**src/rtl/gga_pkg.sv**
```systemverilog
`default_nettype none

package gga_pkg;

	// field length limit default
	localparam int MAX_FIELD_LEN = 16;

	// widths of the fixed fields
	localparam int PHASE_W = 5;
	localparam int SKIP_W  = 2;
	localparam int CODE_W  = 3;
	localparam int INDEX_W = 4;
	localparam int BYTE_W  = 8;

	// parse phases
	localparam logic [PHASE_W-1:0] PH_HUNT    = 5'd0;
	localparam logic [PHASE_W-1:0] PH_TIME    = 5'd7;
	localparam logic [PHASE_W-1:0] PH_LAT     = 5'd8;
	localparam logic [PHASE_W-1:0] PH_NS      = 5'd9;
	localparam logic [PHASE_W-1:0] PH_SKIP_NS = 5'd10;
	localparam logic [PHASE_W-1:0] PH_LON     = 5'd11;
	localparam logic [PHASE_W-1:0] PH_EW      = 5'd12;
	localparam logic [PHASE_W-1:0] PH_SKIP_EW = 5'd13;
	localparam logic [PHASE_W-1:0] PH_SATS    = 5'd14;
	localparam logic [PHASE_W-1:0] PH_DOP     = 5'd15;
	localparam logic [PHASE_W-1:0] PH_ALT     = 5'd16;

	// field codes on the result
	localparam logic [CODE_W-1:0] FC_TIME = 3'd0;
	localparam logic [CODE_W-1:0] FC_LAT  = 3'd1;
	localparam logic [CODE_W-1:0] FC_NS   = 3'd2;
	localparam logic [CODE_W-1:0] FC_LON  = 3'd3;
	localparam logic [CODE_W-1:0] FC_EW   = 3'd4;
	localparam logic [CODE_W-1:0] FC_SATS = 3'd5;
	localparam logic [CODE_W-1:0] FC_DOP  = 3'd6;
	localparam logic [CODE_W-1:0] FC_ALT  = 3'd7;

	// skip lengths after the hemisphere characters
	localparam logic [SKIP_W-1:0] SKIP_AFTER_NS = 2'd2;
	localparam logic [SKIP_W-1:0] SKIP_AFTER_EW = 2'd3;

	// characters
	localparam logic [BYTE_W-1:0] CH_DOLLAR = 8'h24;
	localparam logic [BYTE_W-1:0] CH_G      = 8'h47;
	localparam logic [BYTE_W-1:0] CH_P      = 8'h50;
	localparam logic [BYTE_W-1:0] CH_A      = 8'h41;
	localparam logic [BYTE_W-1:0] CH_COMMA  = 8'h2c;

	// control state other than the field position
	typedef struct packed {
		logic [PHASE_W-1:0] phase;
		logic [SKIP_W-1:0]  skip;
	} ctrl_t;

	// one result transaction payload
	typedef struct packed {
		logic [CODE_W-1:0]  code;
		logic [INDEX_W-1:0] index;
		logic [BYTE_W-1:0]  value;
		logic               done;
	} result_t;

	// expected header character for a header phase
	function automatic logic [BYTE_W-1:0] header_char(input logic [2:0] ph);
		logic [BYTE_W-1:0] c;
		case (ph)
			3'd0:    c = CH_DOLLAR;
			3'd1:    c = CH_G;
			3'd2:    c = CH_P;
			3'd3:    c = CH_G;
			3'd4:    c = CH_G;
			3'd5:    c = CH_A;
			3'd6:    c = CH_COMMA;
			default: c = CH_DOLLAR;
		endcase
		return c;
	endfunction

	// field code of a variable-length phase
	function automatic logic [CODE_W-1:0] field_code_of(input logic [PHASE_W-1:0] ph);
		logic [CODE_W-1:0] c;
		case (ph)
			PH_TIME: c = FC_TIME;
			PH_LAT:  c = FC_LAT;
			PH_LON:  c = FC_LON;
			PH_SATS: c = FC_SATS;
			PH_DOP:  c = FC_DOP;
			default: c = FC_ALT;
		endcase
		return c;
	endfunction

	// phase after a variable-length field
	function automatic logic [PHASE_W-1:0] next_phase_of(input logic [PHASE_W-1:0] ph);
		logic [PHASE_W-1:0] n;
		case (ph)
			PH_TIME: n = PH_LAT;
			PH_LAT:  n = PH_NS;
			PH_LON:  n = PH_EW;
			PH_SATS: n = PH_DOP;
			PH_DOP:  n = PH_ALT;
			default: n = PH_HUNT;
		endcase
		return n;
	endfunction

endpackage

`default_nettype wire

```
**src/rtl/gga_parse_step.sv**
```systemverilog
`default_nettype none

module gga_parse_step #(
	parameter int MAX_FIELD_LEN = gga_pkg::MAX_FIELD_LEN,
	parameter int POS_W         = $clog2(MAX_FIELD_LEN)
) (
	input  wire gga_pkg::ctrl_t                    ctrl,
	input  wire logic [POS_W-1:0]                  pos,
	input  wire logic [gga_pkg::BYTE_W-1:0]        rx_char,
	output gga_pkg::ctrl_t                         ctrl_nxt,
	output logic [POS_W-1:0]                       pos_nxt,
	output logic                                   produce,
	output gga_pkg::result_t                       res
);

	localparam logic [POS_W-1:0] POS_LAST = POS_W'(MAX_FIELD_LEN - 1);

	logic [gga_pkg::PHASE_W-1:0] ph;
	logic [gga_pkg::PHASE_W-1:0] ph_inc;
	logic [4:0]                  pos_ext;

	// unused phase codes behave as hunting
	assign ph      = (ctrl.phase > gga_pkg::PH_ALT) ? gga_pkg::PH_HUNT : ctrl.phase;
	assign ph_inc  = gga_pkg::PHASE_W'(ph + 5'd1);
	assign pos_ext = 5'(pos);

	// one byte of the sentence: next phase, position and result
	always_comb begin
		ctrl_nxt  = ctrl;
		ctrl_nxt.phase = ph;
		pos_nxt   = pos;
		produce   = 1'b0;
		res.code  = gga_pkg::field_code_of(ph);
		res.index = pos_ext[gga_pkg::INDEX_W-1:0];
		res.value = rx_char;
		res.done  = 1'b0;
		if (ph < gga_pkg::PH_TIME) begin
			ctrl_nxt.phase = (rx_char == gga_pkg::header_char(ph[2:0])) ? ph_inc
				: gga_pkg::PH_HUNT;
			pos_nxt = '0;
		end else begin
			case (ph)
				gga_pkg::PH_NS, gga_pkg::PH_EW: begin
					produce        = 1'b1;
					res.code       = (ph == gga_pkg::PH_NS) ? gga_pkg::FC_NS : gga_pkg::FC_EW;
					res.index      = '0;
					ctrl_nxt.phase = ph_inc;
					ctrl_nxt.skip  = (ph == gga_pkg::PH_NS) ? gga_pkg::SKIP_AFTER_NS
						: gga_pkg::SKIP_AFTER_EW;
					pos_nxt        = '0;
				end
				gga_pkg::PH_SKIP_NS, gga_pkg::PH_SKIP_EW: begin
					if (ctrl.skip <= 2'd1) begin
						ctrl_nxt.skip  = '0;
						ctrl_nxt.phase = ph_inc;
						pos_nxt        = '0;
					end else begin
						ctrl_nxt.skip = ctrl.skip - 2'd1;
					end
				end
				default: begin
					// variable-length field, comma always closes it
					if (rx_char == gga_pkg::CH_COMMA) begin
						produce        = 1'b1;
						res.done       = (ph == gga_pkg::PH_ALT);
						ctrl_nxt.phase = gga_pkg::next_phase_of(ph);
						pos_nxt        = '0;
					end else if (pos < POS_LAST) begin
						produce = 1'b1;
						pos_nxt = pos + 1'b1;
					end
				end
			endcase
		end
	end

endmodule

`default_nettype wire

```
**src/rtl/gga_sentence_field_extractor.sv**
```systemverilog
// path: each byte is held in the input register, then its result is written into the result register
// throughput: one byte per cycle; the input register drains into the result
//   register whenever the result register is empty or being taken
// reset: arst_n clears the parse phase, skip count, field position and both
//   valid flags; the block then hunts for the header

`default_nettype none

module gga_sentence_field_extractor #(
	parameter int MAX_FIELD_LEN = gga_pkg::MAX_FIELD_LEN
) (
	input  wire logic                           clk,
	input  wire logic                           arst_n,
	input  wire logic                           in_valid,
	output logic                                in_ready,
	input  wire logic [gga_pkg::BYTE_W-1:0]     rx_byte,
	output logic                                out_valid,
	input  wire logic                           out_ready,
	output logic [gga_pkg::CODE_W-1:0]          field_code,
	output logic [gga_pkg::INDEX_W-1:0]         char_index,
	output logic [gga_pkg::BYTE_W-1:0]          char_value,
	output logic                                record_done
);

	localparam int POS_W = $clog2(MAX_FIELD_LEN);

	logic                        valid_s1;
	logic [gga_pkg::BYTE_W-1:0]  byte_s1;
	gga_pkg::ctrl_t              ctrl_q;
	gga_pkg::ctrl_t              ctrl_nxt;
	logic [POS_W-1:0]            pos_q;
	logic [POS_W-1:0]            pos_nxt;
	logic                        produce;
	gga_pkg::result_t            res;
	gga_pkg::result_t            res_s2;
	logic                        advance;

	// stage one moves on when the result register can take its result
	assign advance  = valid_s1 && (!out_valid || out_ready);
	assign in_ready = !valid_s1 || advance;

	// input register
	always_ff @(posedge clk or negedge arst_n) begin
		if (!arst_n) begin
			valid_s1 <= 1'b0;
		end else if (in_ready) begin
			valid_s1 <= in_valid;
		end
	end

	always_ff @(posedge clk) begin
		if (in_ready && in_valid) begin
			byte_s1 <= rx_byte;
		end
	end

	gga_parse_step #(
		.MAX_FIELD_LEN(MAX_FIELD_LEN),
		.POS_W(POS_W)
	) u_step (
		.ctrl(ctrl_q),
		.pos(pos_q),
		.rx_char(byte_s1),
		.ctrl_nxt(ctrl_nxt),
		.pos_nxt(pos_nxt),
		.produce(produce),
		.res(res)
	);

	// parser state
	always_ff @(posedge clk or negedge arst_n) begin
		if (!arst_n) begin
			ctrl_q <= '{phase: gga_pkg::PH_HUNT, skip: '0};
			pos_q  <= '0;
		end else if (advance) begin
			ctrl_q <= ctrl_nxt;
			pos_q  <= pos_nxt;
		end
	end

	// result register
	always_ff @(posedge clk or negedge arst_n) begin
		if (!arst_n) begin
			out_valid <= 1'b0;
		end else if (advance) begin
			out_valid <= produce;
		end else if (out_ready) begin
			out_valid <= 1'b0;
		end
	end

	always_ff @(posedge clk) begin
		if (advance && produce) begin
			res_s2 <= res;
		end
	end

	assign field_code  = res_s2.code;
	assign char_index  = res_s2.index;
	assign char_value  = res_s2.value;
	assign record_done = res_s2.done;

endmodule

`default_nettype wire

```
**config.mk**
```make
export PLATFORM = sky130hd
export DESIGN_NAME = gga_sentence_field_extractor
export DESIGN_NICKNAME = d
export VERILOG_FILES = /design/src/rtl/gga_pkg.sv /design/src/rtl/gga_parse_step.sv /design/src/rtl/gga_sentence_field_extractor.sv
export SDC_FILE = /design/constraint.sdc
export NUM_CORES = 1
export LEC_CHECK = 0
export BUFFER_PORTS_ARGS = -buffer_cell sky130_fd_sc_hd__buf_2
export CORE_ASPECT_RATIO = 1.25
export CORE_MARGIN = 8
export CORE_UTILIZATION = 40
export CTS_CLUSTER_SIZE = 40
export DETAILED_ROUTE_END_ITERATION = 10
export GPL_TIMING_DRIVEN = 1
export PLACE_DENSITY = 0.56
export SYNTH_ARGS = -nofsm -noshare
export SYNTH_HDL_FRONTEND = slang
export SYNTH_SLANG_ARGS = --single-unit
```
**constraint.sdc**
```tcl
create_clock -name clk -period 2.98 [get_ports clk]
set_clock_uncertainty 0.1 [all_clocks]
set_input_delay 0.447 -clock clk [delete_from_list [all_inputs] [get_ports clk]]
set_output_delay 0.447 -clock clk [all_outputs]
set_load 0.01 [all_outputs]
```
==> results of run 1 <==
layout by cell type (no fill, tap or decap), types with 3 or more instances in the layout:
cell and n:
sky130_fd_sc_hd__dfrtp_1 13, sky130_fd_sc_hd__nand2_1 12, sky130_fd_sc_hd__a21oi_1 10, sky130_fd_sc_hd__a31oi_1 3, sky130_fd_sc_hd__nand2b_1 7, sky130_fd_sc_hd__o211ai_1 5
sky130_fd_sc_hd__nor2_1 22, sky130_fd_sc_hd__and2_1 3, sky130_fd_sc_hd__buf_4 8, sky130_fd_sc_hd__buf_2 29, sky130_fd_sc_hd__inv_1 6, sky130_fd_sc_hd__nor2b_1 9
sky130_fd_sc_hd__nor3_1 5, sky130_fd_sc_hd__clkbuf_8 5, sky130_fd_sc_hd__nand3_1 6, sky130_fd_sc_hd__nor3b_1 3, sky130_fd_sc_hd__edfxtp_1 24, sky130_fd_sc_hd__o21ai_0 12
sky130_fd_sc_hd__xor2_1 3, sky130_fd_sc_hd__a221o_1 3, sky130_fd_sc_hd__a32o_1 3
report_power, final:
group	internal [W]	switching (W)
sequential	0.000651	0.0000631
clock	0.000158	0.000183
combinational	0.000228	0.000348
metrics by stage:
stage | cell area [um^2] | util [%]
3_5_place_dp | 2340 | 44.3
6_report | 2430 | 46.0
5_1_grt | 2430 | 46.0
2_1_floorplan | 2140 | -
3_3_place_gp | 2340 | 44.3
4_1_cts | 2430 | 46.0
repair_timing:
item | in CTS | in global routing
hold buffers | 1 | 0
endpoints found under the setup margin | 0 | 0
hold endpoints to repair | 13 | 0
cells in the mapped netlist, types with 5 or more instances:
cell                       instances  area [um^2]
sky130_fd_sc_hd__a21oi_1          10         50.1
sky130_fd_sc_hd__buf_2             5         25.0
sky130_fd_sc_hd__clkbuf_1          7         26.3
sky130_fd_sc_hd__dfrtp_1          13          325
sky130_fd_sc_hd__edfxtp_1         24          721
sky130_fd_sc_hd__inv_1             6         22.5
sky130_fd_sc_hd__nand2_1          12         45.0
sky130_fd_sc_hd__nand2b_1          7         43.8
sky130_fd_sc_hd__nand3_1           6         30.0
sky130_fd_sc_hd__nor2_1           22         82.6
sky130_fd_sc_hd__nor2b_1           9         56.3
sky130_fd_sc_hd__nor3_1            5         25.0
sky130_fd_sc_hd__o211ai_1          5         37.5
sky130_fd_sc_hd__o21ai_0          12         60.1
area by class of cell:
type | instances | share of cell area (%)
Sequential cell | 37 | 43.0
Multi-Input combinational cell | 154 | 40.5
Timing Repair Buffer | 38 | 8.84
Tap cell | 64 | 3.29
Clock buffer | 5 | 2.83
Inverter | 7 | 1.08
Clock inverter | 3 | 0.514
flip-flops by register name, summed over array words and instances, names as in the netlist:
register / cells
record_done: 1
ctrl_q: 7
char_index: 4
field_code: 3
valid_s1: 1
out_valid: 1
byte_s1: 8
pos_q: 4
char_value: 8
worst max-delay path: stages, from the launching register on:
cell and delay, ns:
sky130_fd_sc_hd__dfrtp_1 0.54, sky130_fd_sc_hd__nor2_1 0.17, sky130_fd_sc_hd__and3_1 0.26, sky130_fd_sc_hd__inv_2 0.09, sky130_fd_sc_hd__ha_1 0.35, sky130_fd_sc_hd__a21o_1 0.17
sky130_fd_sc_hd__a22oi_1 0.13, sky130_fd_sc_hd__o22ai_1 0.10, sky130_fd_sc_hd__a221o_1 0.31, sky130_fd_sc_hd__a31oi_1 0.16
cells by family after synthesis:
family,after synthesis
and+or+nand+nor,84
AOI/OAI and AO/OA,63
buffers and inverters,23
xor gates and xnor gates,3
DFF,37
adders and majority gates,3
muxes,1
per-layer routing:
layer / global-route usage [%] / vias up / wire (um)
li1: - / 851 / -
met1: 17.1 / 838 / 2160
met3: 2.67 / 11 / 226
met5: 0 / - / 0
met2: 19.9 / 46 / 2440
met4: 6.48 / 0 / 125
worst max path at each step:
stage              start             to  slack [ns]  cells past startpoint
3_5_place_dp   ctrl_q[3]      ctrl_q[6]        0.58                      9
6_report       ctrl_q[5]      ctrl_q[6]        0.53                      9
5_1_grt        ctrl_q[3]      ctrl_q[6]        0.34                      9
4_1_cts        ctrl_q[3]      ctrl_q[6]        0.53                      9
3_3_place_gp   ctrl_q[5]      ctrl_q[6]        0.59                      9
2_1_floorplan  ctrl_q[2]  char_index[0]        0.46                      7
==> results.cfg, run 1 <==
[status]
outcome = finished, final reports clean

[global_route]
total_global_routing_overflow = 0
grt_antenna_before_repair = 0
grt_max_degree = 30
grt_use_total_pct = 13.1
grt_pass1_vias = 1675
grt_pass1_wl_um = 8290

[setup_path]
r2r.worst_path.cells = 9
worst_r2r_dst = ctrl_q[6]
timing.critical_path.fanout_max = 13
critical_path_required_ns = 3.10
timing.critical_path.arrival_ns = 2.57
regToRegSetupSlack_ns = 0.53
kind_of_launch_point_of_the_worst_setup_path = flip-flop
nature_of_the_critical_path_endpoint = flip-flop
crit-reg2reg-launch = ctrl_q[5]
path_class = reg -> reg

[floorplan]
num_rows = 30
coreArea_mm2 = 0.00529
io_count = 30
die_area_mm2 = 0.00797
floorplan.initialDensity_pct = 40.5
dieWidth_um = 81.5
die_h_um = 97.8

[cells_and_area]
diodes = 0
final_nets = 257
register_area_mm2 = 0.00105
layout-drive-gt1-share_pct = 21.3
multiInputGateArea_um2 = 986
layout.cells.non_filler = 308
area_growth_syn_to_layout_pct = 13.6
fillers = 516

[clocking]
tritoncts_clock_tree = done
cts_sinks = 37
clkSlewWorstSetupHoldPaths_ns = 0.08
cts_buffer_depth = 2
count_of_buffers_added_by_post_cts_timing_repair_for_setup = 0
cts_made_buffers = 5
cts_repair_resize_count = 0
htreeDepth = 2
cts-root-buf = sky130_fd_sc_hd__clkbuf_8
clkLatencyLatePin_ns = 0.29

[sta]
final-hold-violation-count = 0
drv_slew = 0
share_of_the_clock_period_used_by_the_worst_path_pct = 82.3
grt_setup_unrepaired = no
maxSlewHeadroom_pct = 70.2
max_clock_freq_mhz = 408
timing.setup.tns_ns = 0
post-route-min-period_ns = 2.45
hold_ws_ns = 0.229
timing_worst_slew_pin_value_ns = 0.447
timing.final.ws_setup_ns = 0.528
finalSetupViolations = 0

[yosys]
area_share_of_xor_xnor_cells_in_the_synthesized_design_pct = 1.23
seq_area_frac_synth_pct = 48.8
asyncSetResetFlopFracSynth_pct = 35.1
yosys.area_share.simple_pct = 21.6
post_synth_fa_ha_maj_area_fraction_pct = 1.63
synth_edf_count = 24
syn-cell-area_mm2 = 0.00214
synth_top_family_by_area = simple AND/OR/NAND/NOR gates
ys.warnings.count = 0
yosys_register_bits = 37
synth.area.mux_share_pct = 0.467
synth_cells = 214
syn-num-nets = 228
synth_cell_type_count = 59
synthesis.area_per_instance_um2 = 10.0
synth-compound-area-share_pct = 21.1
synth_flop_cell = sky130_fd_sc_hd__edfxtp_1

[placement]
place.port_buffers = 29
dp_hpwl_um = 3480
routabilityCongestion = 0.883
placed_cells_incl_taps = 299
dp_worst_setup_slack_ns = 0.576

[min_path]
hold_path.class = in -> reg
min_delay_worst_endpoint = byte_s1[5]
hold_start = rx_byte[5]
min_path_cells = 1

[route]
avgRoutedWirePerCell_um = 16.1
vias_per_cell = 5.67
remaining_drc_errors = 0
detailroute.via_count = 1746
route.final.wire_length_um = 4950
drt_first_pass_iters = 4
final_antenna_net_count = 0
drt_iter0_drc = 229

[power_and_ir_drop]
fin_total_pwr_w = 0.00163
p_per_area_mw_per_mm2 = 670
peakVddDrop_mv = 0.319
static_power_due_to_leakage_nw = 0.942

[job]
max_cap_violations = 0
Note: power is estimated with default switching activity, not from simulation.
==> inputs of run 2 (changes only) <==
- clock period: 2.98 -> 2.3 ns (I/O delays scaled with it)
==> results.cfg, run 2 (synthesized netlist as in run 1, its figures left out) <==
[status]
outcome = finished, final reports clean

[cells_and_area]
final_common_cell = sky130_fd_sc_hd__buf_2
area_growth_syn_to_layout_pct = 19.9
layout.cells.non_filler = 321
layout-drive-gt1-share_pct = 27.2
mostFrequentLayoutCells = sky130_fd_sc_hd__buf_2, sky130_fd_sc_hd__edfxtp_1, sky130_fd_sc_hd__nor2_1
final_nets = 270
diodes = 0

[sta]
grt_setup_unrepaired = no
share_of_the_clock_period_used_by_the_worst_path_pct = 93.6
drv_slew = 0
maxSlewHeadroom_pct = 75.7
timing_worst_slew_pin_value_ns = 0.364
post-route-min-period_ns = 2.15
timing.setup.tns_ns = 0
final-hold-violation-count = 0
max_clock_freq_mhz = 465
finalSetupViolations = 0

[setup_path]
path_class = reg -> reg
crit-reg2reg-launch = ctrl_q[3]
worst_r2r_dst = pos_q[3]
crit_start = ctrl_q[3]
critical_path_required_ns = 2.42
termination_of_the_worst_setup_path = pos_q[3]
timing.critical_path.fanout_max = 26
nature_of_the_critical_path_endpoint = flip-flop
r2r.worst_path.cells = 8
timing.critical_path.arrival_ns = 2.27
kind_of_launch_point_of_the_worst_setup_path = flip-flop
regToRegSetupSlack_ns = 0.15

[floorplan]
io_count = 30
dieWidth_um = 81.5
die_h_um = 97.8
die_area_mm2 = 0.00797
num_rows = 30
coreArea_mm2 = 0.00529
floorplan.initialDensity_pct = 40.5

[clocking]
clkLatencyLatePin_ns = 0.28
cts_sinks = 37
cts-root-buf = sky130_fd_sc_hd__clkbuf_8
cts_made_buffers = 5
tritoncts_clock_tree = done
clkSlewWorstSetupHoldPaths_ns = 0.07
htreeDepth = 2
cts_buffer_depth = 2

[route]
final_antenna_net_count = 0
vias_per_cell = 5.54
route.final.wire_length_um = 5120
drt_first_pass_iters = 4
avgRoutedWirePerCell_um = 16.0
remaining_drc_errors = 0
drt_iter0_drc = 103
detailroute.via_count = 1777

[placement]
place.port_buffers = 29
placed_cells_incl_taps = 310
routabilityCongestion = 0.861
dp_hpwl_um = 3820

[power_and_ir_drop]
share_seq_of_total_power_pct = 40.7
p_per_area_mw_per_mm2 = 863
peakVddDrop_mv = 0.373
share_comb_of_total_power_pct = 38.3
power.clock.fraction_pct = 21.1
sw_pwr_w = 0.000787
netSwitchingFraction_pct = 35.5
power.internal_w = 0.00143
static_power_due_to_leakage_nw = 1.02

[global_route]
grt_use_total_pct = 13.3
grt_antenna_before_repair = 0
grt_pass1_wl_um = 8430
grt_pass1_vias = 1769
total_global_routing_overflow = 0
grt_max_degree = 27

[job]
max_cap_violations = 0

[min_path]
hold_path.class = in -> reg
-- run 2: cell types whose count changed in the layout (fill, tap and decap cells not counted) --
cell,delta
sky130_fd_sc_hd__clkinv_1,-1
sky130_fd_sc_hd__nor4b_2,+2
sky130_fd_sc_hd__nor2_2,+1
sky130_fd_sc_hd__nor3b_2,+1
sky130_fd_sc_hd__nor3b_1,-1
sky130_fd_sc_hd__buf_6,+2
sky130_fd_sc_hd__buf_4,+11
sky130_fd_sc_hd__clkbuf_8,+1
sky130_fd_sc_hd__nor4b_1,-2
sky130_fd_sc_hd__nor2_1,-1
-- run 2: per-stage QoR --
step	power, W	cell area (um^2)	worst slack [ns]	hold slack [ns]	utilization [%]
floorplan	0.00147	2150	0.0226	-0.0506	-
global placement	0.00176	2430	0.115	0.155	45.9
detailed placement	0.00176	2430	0.0715	0.165	45.9
CTS	0.00223	2530	0.0390	0.121	47.8
global route	0.00235	2570	0.00194	0.114	48.6
finish	0.00222	2570	0.147	0.129	48.6
-- run 2: worst min-delay path by stage --
stage	from	endpoint	slack, ns	cells after the start
6_report	rx_byte[5]	byte_s1[5]	0.13	1
5_1_grt	rx_byte[5]	byte_s1[5]	0.11	1
4_1_cts	rx_byte[5]	byte_s1[5]	0.12	1
3_5_place_dp	arst_n	ctrl_q[5]	0.17	1
3_3_place_gp	arst_n	ctrl_q[2]	0.15	1
2_1_floorplan	arst_n	ctrl_q[0]	-0.05	0
-- run 2: cell type report --
type	instances	area (um^2)
Tap cell	64	80.1
Inverter	7	26.3
Fill cell	510	2720
Sequential cell	37	1050
Clock buffer	6	82.6
Clock inverter	2	8.76
Multi-Input combinational cell	154	1010
Timing Repair Buffer	51	320
-- run 2: metal layers --
| metal | vias to the layer above | routed length (um) | track usage [%] |
|---|---|---|---|
| li1 | 879 | - | - |
| met1 | 838 | 2240 | 16.1 |
| met2 | 50 | 2490 | 21.6 |
| met3 | 10 | 231 | 2.39 |
| met4 | 0 | 159 | 6.90 |
| met5 | - | 0 | 0 |
-- run 2: repair_timing --
action                     4_1_cts  5_1_grt
hold buffers                     1        0
setup endpoints to repair        0       19
hold endpoints to repair        13        0
buffers inserted                 0        2
resized for setup                0        5
-- run 2: critical path, cell delays in order, from the launching register on --
cell                       delay (ns)
sky130_fd_sc_hd__dfrtp_1         0.34
sky130_fd_sc_hd__buf_4           0.27
sky130_fd_sc_hd__nand3_2         0.13
sky130_fd_sc_hd__buf_4           0.17
sky130_fd_sc_hd__a21oi_2         0.19
sky130_fd_sc_hd__nand2b_1        0.21
sky130_fd_sc_hd__nand2_1         0.12
sky130_fd_sc_hd__or4_1           0.47
sky130_fd_sc_hd__o21ai_1         0.08
-- run 2: power by group through the flow --
stage | registers, W | logic (W) | clock network (W)
after floorplan | 0.000929 | 0.000541 | 0
after global placement | 0.000912 | 0.000846 | 0
after detailed placement | 0.000916 | 0.000840 | 0
after CTS | 0.000902 | 0.000845 | 0.000484
after global routing | 0.000913 | 0.000930 | 0.000505
final | 0.000901 | 0.000849 | 0.000467
